--- config.mk ---
export PLATFORM = sky130hd
export DESIGN_NAME = sbgr_ctrl
export DESIGN_NICKNAME = d
export VERILOG_FILES = /design/src/design/sbgr_pkg.sv /design/src/design/sbgr_ctrl.sv
export SDC_FILE = /design/constraint.sdc
export NUM_CORES = 1
export LEC_CHECK = 0
export BUFFER_PORTS_ARGS = -buffer_cell sky130_fd_sc_hd__buf_4
export CAP_MARGIN = 20
export CELL_PAD_IN_SITES_DETAIL_PLACEMENT = 0
export CELL_PAD_IN_SITES_GLOBAL_PLACEMENT = 2
export CORE_MARGIN = 2
export CORE_UTILIZATION = 43
export CTS_BUF_LIST = sky130_fd_sc_hd__clkbuf_4
export DETAILED_ROUTE_END_ITERATION = 8
export GPL_TIMING_DRIVEN = 0
export HOLD_SLACK_MARGIN = 0.06
export PLACE_DENSITY = 0.95
export SETUP_SLACK_MARGIN = 0.2
export SKIP_LAST_GASP = 1
export SYNTH_ARGS = -nofsm -noshare
export SYNTH_HDL_FRONTEND = slang
export SYNTH_SLANG_ARGS = --single-unit
export TNS_END_PERCENT = 20
--- constraint.sdc ---
create_clock -name clk -period 15.4 [get_ports clk]
set_input_delay 1.54 -clock clk [delete_from_list [all_inputs] [get_ports clk]]
set_output_delay 1.54 -clock clk [all_outputs]
set_load 0.02 [all_outputs]
--- src/design/sbgr_pkg.sv ---
// ----------------------------------------------------------------------------
// sbgr_pkg: shared types and constants of the speech block gate
// Sizes of the sample store, field widths, command and register codes, and
// the result flags that travel from the control unit to the output stage.
// ----------------------------------------------------------------------------
package sbgr_pkg;

    // Largest block the store can hold.
    localparam int MaxBlock = 1024;
    localparam int AddrW    = $clog2(MaxBlock);
    // Pointers and counters must hold MaxBlock itself.
    localparam int PtrW     = $clog2(MaxBlock + 1);

    localparam int SampleW  = 16;
    localparam int ThrW     = 15;
    localparam int LenW     = 11;
    localparam int CfgIdxW  = 2;

    // Energy sum of a full block and the threshold product.
    localparam int EnergyW  = SampleW - 1 + PtrW;
    localparam int ProdW    = ThrW + PtrW;
    localparam int CmpW     = (EnergyW > ProdW) ? EnergyW : ProdW;
    localparam int LenCmpW  = (LenW > PtrW) ? LenW : PtrW;

    localparam logic [ThrW-1:0] ThresholdReset   = ThrW'(350);
    localparam logic [LenW-1:0] BlockLengthReset = LenW'(800);

    // Register indexes of the configuration port.
    localparam logic [CfgIdxW-1:0] CfgEnergyThreshold = CfgIdxW'(0);
    localparam logic [CfgIdxW-1:0] CfgBlockLength     = CfgIdxW'(1);

    typedef enum logic
    {
        CMD_PUSH = 1'b0,
        CMD_PULL = 1'b1
    } cmd_t;

    // Flags of one result.
    typedef struct packed
    {
        logic sample_valid;
        logic last_of_block;
        logic push_refused;
        logic block_closed;
        logic block_kept;
    } res_t;

    // Request to the sample store.
    typedef struct packed
    {
        logic               wr_en;
        logic [AddrW-1:0]   wr_addr;
        logic [SampleW-1:0] wr_data;
        logic               rd_en;
        logic [AddrW-1:0]   rd_addr;
    } mem_req_t;

endpackage

--- src/design/sbgr_ctrl.sv ---
// ----------------------------------------------------------------------------
// sbgr_ctrl: block control of the speech block gate
// Holds the block state, decides for each request whether the sample is
// stored or removes a run, closes blocks with the energy test and steps the
// readout of kept samples. Issues the store requests for each request.
// ----------------------------------------------------------------------------
module sbgr_ctrl
(
    input  logic                              clk,
    input  logic                              rst_n,
    input  logic                              go,
    input  sbgr_pkg::cmd_t                    command,
    input  logic [sbgr_pkg::SampleW-1:0]      sample_in,
    input  logic                              end_of_stream,
    input  logic [sbgr_pkg::ThrW-1:0]         energy_threshold,
    input  logic [sbgr_pkg::LenW-1:0]         block_length,
    output sbgr_pkg::mem_req_t                mem_req,
    output sbgr_pkg::res_t                    res
);

    localparam int PtrW    = sbgr_pkg::PtrW;
    localparam int SampleW = sbgr_pkg::SampleW;

    logic [PtrW-1:0]              wp_reg, wp_next;
    logic [PtrW:0]                mark_reg, mark_next;
    logic [SampleW-1:0]           hist1_reg, hist1_next;
    logic [SampleW-1:0]           hist2_reg, hist2_next;
    logic [SampleW-1:0]           hist3_reg, hist3_next;
    logic [sbgr_pkg::EnergyW-1:0] energy_reg, energy_next;
    logic [PtrW-1:0]              seen_reg, seen_next;
    logic [PtrW-1:0]              pend_reg, pend_next;
    logic [PtrW-1:0]              rp_reg, rp_next;

    logic [SampleW-1:0]           mag;
    logic                         is_run;
    logic [PtrW-1:0]              eff_len;
    logic [PtrW-1:0]              wp_plus;
    logic [PtrW-1:0]              wp_after;
    logic [sbgr_pkg::CmpW-1:0]    energy_sum;
    logic [sbgr_pkg::CmpW-1:0]    limit;
    logic [PtrW-1:0]              seen_plus;

    function automatic logic [PtrW-1:0] rp_plus(input logic [PtrW-1:0] rp);
        rp_plus = rp + PtrW'(1);
    endfunction

    // Magnitude of the sample; the most negative value maps to its true size.
    assign mag = sample_in[SampleW-1] ? (~sample_in + SampleW'(1)) : sample_in;

    // A run continues when the sample equals all three previous ones.
    assign is_run = (sample_in == hist1_reg) && (hist1_reg == hist2_reg)
                    && (hist2_reg == hist3_reg);

    // Block length in force, kept within one and the store size.
    always_comb
    begin
        priority if (block_length == '0)
        begin
            eff_len = PtrW'(1);
        end
        else if (sbgr_pkg::LenCmpW'(block_length) > sbgr_pkg::LenCmpW'(sbgr_pkg::MaxBlock))
        begin
            eff_len = PtrW'(sbgr_pkg::MaxBlock);
        end
        else
        begin
            eff_len = PtrW'(block_length);
        end
    end

    assign wp_plus    = wp_reg + PtrW'(1);
    assign seen_plus  = seen_reg + PtrW'(1);
    assign energy_sum = sbgr_pkg::CmpW'(energy_reg) + sbgr_pkg::CmpW'(mag);
    assign limit      = sbgr_pkg::CmpW'(energy_threshold) * sbgr_pkg::CmpW'(seen_plus);

    // Write pointer after this push, before a possible block close.
    always_comb
    begin
        if (is_run)
        begin
            wp_after = mark_reg[PtrW] ? wp_reg : mark_reg[PtrW-1:0];
        end
        else
        begin
            wp_after = wp_plus;
        end
    end

    // Next state, store requests and result flags.
    always_comb
    begin
        wp_next     = wp_reg;
        mark_next   = mark_reg;
        hist1_next  = hist1_reg;
        hist2_next  = hist2_reg;
        hist3_next  = hist3_reg;
        energy_next = energy_reg;
        seen_next   = seen_reg;
        pend_next   = pend_reg;
        rp_next     = rp_reg;
        mem_req     = '0;
        res         = '0;

        mem_req.wr_addr = wp_reg[sbgr_pkg::AddrW-1:0];
        mem_req.wr_data = sample_in;
        mem_req.rd_addr = rp_reg[sbgr_pkg::AddrW-1:0];

        if (go)
        begin
            unique case (command)
                sbgr_pkg::CMD_PULL:
                begin
                    if (pend_reg != '0)
                    begin
                        mem_req.rd_en     = 1'b1;
                        res.sample_valid  = 1'b1;
                        res.last_of_block = (pend_reg == PtrW'(1));
                        rp_next           = rp_plus(rp_reg);
                        pend_next         = pend_reg - PtrW'(1);
                    end
                end
                sbgr_pkg::CMD_PUSH:
                begin
                    if (pend_reg != '0)
                    begin
                        res.push_refused = 1'b1;
                    end
                    else
                    begin
                        energy_next   = sbgr_pkg::EnergyW'(energy_sum);
                        seen_next     = seen_plus;
                        wp_next       = wp_after;
                        mem_req.wr_en = !is_run && (wp_reg < PtrW'(sbgr_pkg::MaxBlock));
                        if (!is_run)
                        begin
                            mark_next = {1'b0, wp_plus} - (PtrW + 1)'(3);
                        end
                        hist3_next = hist2_reg;
                        hist2_next = hist1_reg;
                        hist1_next = sample_in;

                        // Block close: energy test, then a fresh block.
                        if ((seen_plus >= eff_len) || end_of_stream)
                        begin
                            res.block_closed = 1'b1;
                            if ((energy_sum > limit) && (wp_after != '0))
                            begin
                                res.block_kept = 1'b1;
                                pend_next      = wp_after;
                                rp_next        = '0;
                            end
                            wp_next     = '0;
                            mark_next   = '0;
                            hist1_next  = '0;
                            hist2_next  = '0;
                            hist3_next  = '0;
                            energy_next = '0;
                            seen_next   = '0;
                        end
                    end
                end
                default:
                begin
                    res = '0;
                end
            endcase
        end
    end

    // State registers.
    always_ff @(posedge clk or negedge rst_n)
    begin
        if (!rst_n)
        begin
            wp_reg     <= '0;
            mark_reg   <= '0;
            hist1_reg  <= '0;
            hist2_reg  <= '0;
            hist3_reg  <= '0;
            energy_reg <= '0;
            seen_reg   <= '0;
            pend_reg   <= '0;
            rp_reg     <= '0;
        end
        else
        begin
            wp_reg     <= wp_next;
            mark_reg   <= mark_next;
            hist1_reg  <= hist1_next;
            hist2_reg  <= hist2_next;
            hist3_reg  <= hist3_next;
            energy_reg <= energy_next;
            seen_reg   <= seen_next;
            pend_reg   <= pend_next;
            rp_reg     <= rp_next;
        end
    end

endmodule

-- Word level (Yosys, flattened, before mapping)
Cells that the tools add are included.
- multiplexer cells: 36
- bitwise gates (word level): 3
- reductions and logical operators: 12
- div/mod/pow operators: 0
- shift operators: 0
- equal/unequal tests: 9
- $add $sub $neg: 7
- magnitude comparators: 4
- multiply operators: 1
- operators with widths (operator ; count):
    $mux W11 ; 14
    $mux W16 ; 4
    $eq A16 B16 Y1 ; 3
    $pmux W11 S2 ; 2
    $add A11 B1 Y11 const B ; 3
    $add A26 B16 Y26 ; 1
    $gt A26 B26 Y1 ; 1
    $mul A15 B11 Y26 ; 1
    $mux W26 ; 1
    $mux W12 ; 2
    $reduce_bool A11 Y1 ; 2
    $add A16 B1 Y16 const B ; 1
    $not A16 Y16 ; 1
    $sub A11 B2 Y12 const B ; 1
    $eq A11 B1 Y1 const B ; 1
    $ge A11 B11 Y1 ; 1
    $gt A11 B11 Y1 const B ; 1
    $logic_not A11 Y1 ; 1
    $lt A11 B11 Y1 const B ; 1
    $sub A11 B1 Y11 const B ; 1
    $mux W2 ; 4
    $mux W1 ; 7
    $ne A2 B2 Y1 const B ; 3
    $mux W5 ; 1
    9 further kinds ; 14
- word-level logic and storage cells: 81
- memories: 0
- bits in latches: 0
- memory bits (writable): 0
- output and inout bits: 43
- ROM bits: 0
- input bits: 47
- register bits after elaboration: 130

-- Logic depth before layout (Yosys ltp)
- depth in word-level cells: 11
- mapped depth: 34
- gate-level depth less buffers: 33

-- Worst setup path before layout
No wires, ideal clock.
- path kind: input to output
- start point: input port energy_threshold[4] in the netlist's numbering
- end point: output port res[0] in the netlist's numbering
- data arrival time: 7.970 ns
- buffers on the path: 1
- setup slack: 5.890 ns
- required time: 13.860 ns
- stages on the path: 28
- path through: clkbuf_1 -> and2_1 -> fa_1 -> inv_1 -> fa_1 -> inv_1 -> fa_1 -> fa_1 -> inv_1 -> fa_1 -> inv_1 -> ha_1 -> a21o_1 -> a21oi_1 -> nand2_1 -> o21bai_1 -> a31oi_1 -> o2111ai_1 -> a2111o_1 -> o211a_1 -> ha_1 -> nand4_1 -> nor2_1 -> nand4_1 -> a221oi_1 -> nor4_1 -> nor4_1 -> and2_1
- RTL lines (what ; line ; RTL):
    from (decl) ; sbgr_ctrl.sv:15 ; input logic [sbgr_pkg::ThrW-1:0] energy_threshold,
    to (decl) ; sbgr_ctrl.sv:18 ; output sbgr_pkg::res_t res

==> key figures <==
Placed design
  – I/O Buffers: 83
  – GP Congestion: 0.8877
  – Dpl ws: 3454 ps
  – Placed Cells: ~2,300
  – Dpl hpwl: 30.07 mm

Pwr
  – Power Total: around 1500 uW
  – Combinational share of power: approximately half
  – Sw power: approximately 640 uW
  – Pleak: ~0.0076 uW
  – Power density over cell area: between 90 and 100 nW/um2
  – Peak VDD IR: approximately 0.086 mV
  – Int Pwr: 847.2 uW
  – Sequential share of power: around 33%
  – Part of the power in the clock network: 18.4%
  – Switching share of power: roughly 43%

STA
  – Worst Max-Slew Pin Slew: between 1000 and 1500 ps
  – Worst hold slack: ~500 ps
  – Final Hold Fails: 0
  – Rel. slew slack: a little under a third
  – Max Freq: around 79 MHz
  – Total Neg Setup Slack: 0 ps
  – # setup viols final: 0
  – Tmin final: about 13,000 ps
  – Unrepaired setup endpoints after global routing: no
  – Fin worst setup slack: 2759 ps
  – Skew final: 21.38 ps
  – Slew Viols, Final: 0
  – Final period util: around 82%

Drt
  – Via count: between 10,000 and 15,000
  – Residual DRC: 0
  – Vias per cell: 5.464
  – Final wirelength: between 30 and 40 mm
  – Avg WL per Cell: between 15 and 20 um
  – Antenna viol nets, final: 0
  – Starting DRC count in detailed routing: a little under 900
  – First-pass iteration count of the detailed router: 7

Global routing
  – Pin count of the biggest net entering global routing: 82
  – First-pass GRT wire length: 64.05 mm
  – Global route overflow: 0
  – Total GRT Usage: about 22%
  – Initial antenna violation count: 2
  – Vias in the first global route: approximately 12,000

Worst setup path
  – Crit start category: flip-flop
  – CP Buf/Inv Count: 5
  – Worst path arrival time: 11,100 ps
  – Crit Path Class: reg -> out
  – Critical Path RT: 13,860 ps
  – Critical Path Max Stage Delay: around 740 ps
  – CP Max Fanout: 11
  – Reg2Reg Launch Point: seen_reg[0]
  – Crit-path slowest cell: dfrtp_1
  – CP dominant cell by count: fa_1
  – Crit. End Element: output pin
  – CP top delay family: adder cells
  – Crit. Startpoint: seen_reg[0]

Yosys
  – Synth Register Bits: between 100 and 150
  – EDFF count, synth: 0
  – Syn Nets: just over 2,000
  – Synth unique cells: 71
  – Most used DFF post-synth: dfrtp_1
  – Syn Area/Cell: approximately 8.4 um2
  – Mapped Area: between 10,000 and 15,000 um2
  – Mapped Cells: about 1,700
  – Synth Warn #: 0
  – Register area share after synthesis: between 20% and 30%
  – Async SR Flop Fraction: between 90% and 100%

Cells and area
  – Share of cells above drive strength 1: 9.106%
  – FF+latch area: 3228 um2
  – Fillers: about 3,300
  – Largest register FFs: 26
  – Area grow syn2layout: 10.58%
  – Nets: roughly 2,100
  – Layout Cells excl Fill: 2,295
  – Multi-input logic area: 10,090 um2

Clock network
  – Htree depth: 4
  – Clk buf depth: 2
  – Clk_lat worst skew: 580 ps
  – Post-CTS Resized: 0
  – Reg clk slew, reported paths: ~130 ps
  – Root Driver: clkbuf_4
  – CTS tree: yes
  – Setup Fix Bufs, Post-CTS: 0
  – Cts hold-fix bufs: 0
  – Num Clock Sinks: 129
  – CTS buffer count: 17

Outcome
  – Outcome: completed

Worst hold path
  – Class of the worst hold path: reg -> reg
  – Hold_sp: energy_reg[8]

Floorplan
  – Die Wd: approximately 190 um
  – Starting Density: about 44%
  – Core Area: 33,450 um2
  – Io pins: 90
  – Die ar.: roughly 35,000 um2
  – Die span in y: approximately 190 um
  – Floorplan row count: 67

Job
  – Max-Cap Viols: 0
[power groups by stage]
stage                     combinational (uW)  sequential, uW  clock, uW
after floorplan                          514             485          0
after detailed placement                 724             493          0
after global placement                   707             491          0
after global routing                     812             501        293
final                                    726             488        274
after CTS                                727             487        279
[cell families (layout without fill, tap and decap cells)]
family                     Yosys count  in the layout  share of synthesized area, %
buffers and inverters              302            417                         8.606
AOI/OAI and AO/OA                  308            308                         14.14
other                                0              2                             0
muxes                               12             12                        0.8589
adders and majority gates          244            244                         26.99
and+or+nand+nor                    635            635                         21.24
xor gates and xnor gates           100            100                         6.012
DFF                                129            129                         22.16
[worst min-delay path, delay by kind of cell, from the launching register on]
family | cells | cell delay (ps)
DFF | 1 | 370
and+or+nand+nor | 2 | 100
[stage by stage]
| stage | util [%] | cell area [um2] |
|---|---|---|
| 6_report | 48.16 | 16110 |
| 5_1_grt | 48.15 | 16110 |
| 4_1_cts | 48.15 | 16100 |
| 3_5_place_dp | 47.21 | 15790 |
| 3_3_place_gp | 47.09 | 15750 |
| 2_1_floorplan | - | 14570 |
[layout by cell type, fill, tap and decap left out, types with 8 or more instances in the layout]
master	netlist	layout
a211oi_1	8	8
buf_2	12	12
a21oi_1	33	33
a22o_1	23	23
o22ai_1	8	8
nand2_1	275	275
nor4_1	24	24
a31oi_1	10	10
a21o_1	9	9
nor2_1	56	56
nand2b_1	20	20
and2_1	81	81
o21a_1	9	9
nand3_1	39	39
a211o_1	9	9
dfrtp_1	129	129
o211ai_1	8	8
inv_1	188	188
o31ai_1	13	13
nor3_1	38	38
nand4_1	21	21
xnor2_1	68	68
fa_1	117	117
clkbuf_4	0	17
mux2i_1	8	8
and3_1	40	40
a222oi_1	9	9
o21ai_0	116	116
buf_4	28	111
nor2b_1	15	15
clkbuf_1	73	73
ha_1	127	127
xor2_1	32	32
[final cells by class]
type | count | share of cell area [%]
clock inverters | 13 | 1.157
well taps | 448 | 3.480
diodes | 2 | 0.03107
clock buffers | 17 | 0.7922
multi-input cells | 1299 | 62.61
flip-flops and latches | 129 | 20.04
repair buffers | 85 | 4.109
inverters | 189 | 4.404
plain buffers | 113 | 3.379
[synth_stat cells, types with 5 or more instances]
| cell type | instances | area share [%] |
|---|---|---|
| nor2b_1 | 15 | 0.64 |
| o21ai_0 | 116 | 4.0 |
| clkbuf_1 | 73 | 1.9 |
| nand3_1 | 39 | 1.3 |
| a31oi_1 | 10 | 0.43 |
| mux2i_1 | 8 | 0.55 |
| nand2_1 | 275 | 7.1 |
| nor4_1 | 24 | 1.0 |
| a222oi_1 | 9 | 0.62 |
| inv_1 | 188 | 4.8 |
| a21o_1 | 9 | 0.46 |
| dfrtp_1 | 129 | 22 |
| buf_2 | 12 | 0.41 |
| o311ai_0 | 5 | 0.30 |
| o211ai_1 | 8 | 0.41 |
| and2_1 | 81 | 3.5 |
| o31ai_1 | 13 | 0.67 |
| a211oi_1 | 8 | 0.41 |
| fa_1 | 117 | 16 |
| o21bai_1 | 7 | 0.36 |
| a211o_1 | 9 | 0.54 |
| nor3_1 | 38 | 1.3 |
| a22o_1 | 23 | 1.4 |
| nand2b_1 | 20 | 0.86 |
| o22ai_1 | 8 | 0.34 |
| xnor2_1 | 68 | 4.1 |
| nand4_1 | 21 | 0.90 |
| nor2_1 | 56 | 1.4 |
| o21a_1 | 9 | 0.46 |
| buf_4 | 28 | 1.4 |
| or3_1 | 5 | 0.21 |
| a21oi_1 | 33 | 1.1 |
| xor2_1 | 32 | 1.9 |
| and3_1 | 40 | 1.7 |
| ha_1 | 127 | 11 |
[per-layer routing]
metal	wire [um]	global-route usage (%)
met5	0	0
met2	17620	35.28
met4	578	5.148
met1	18430	32.53
met3	2067	3.537
[final timing paths]
path | cells after the start | to | slack (ps)
max | 32 | res[0] | 2760
min | 2 | energy_reg[8] | 500
max reg2reg | 33 | pend_reg[2] | 4510
min reg2reg | 2 | energy_reg[8] | 500
max in group asynchronous | 2 | pend_reg[8] | 13670
min in group asynchronous | 1 | hist1_reg[6] | 900
Note: power is estimated with default switching activity, not from simulation.
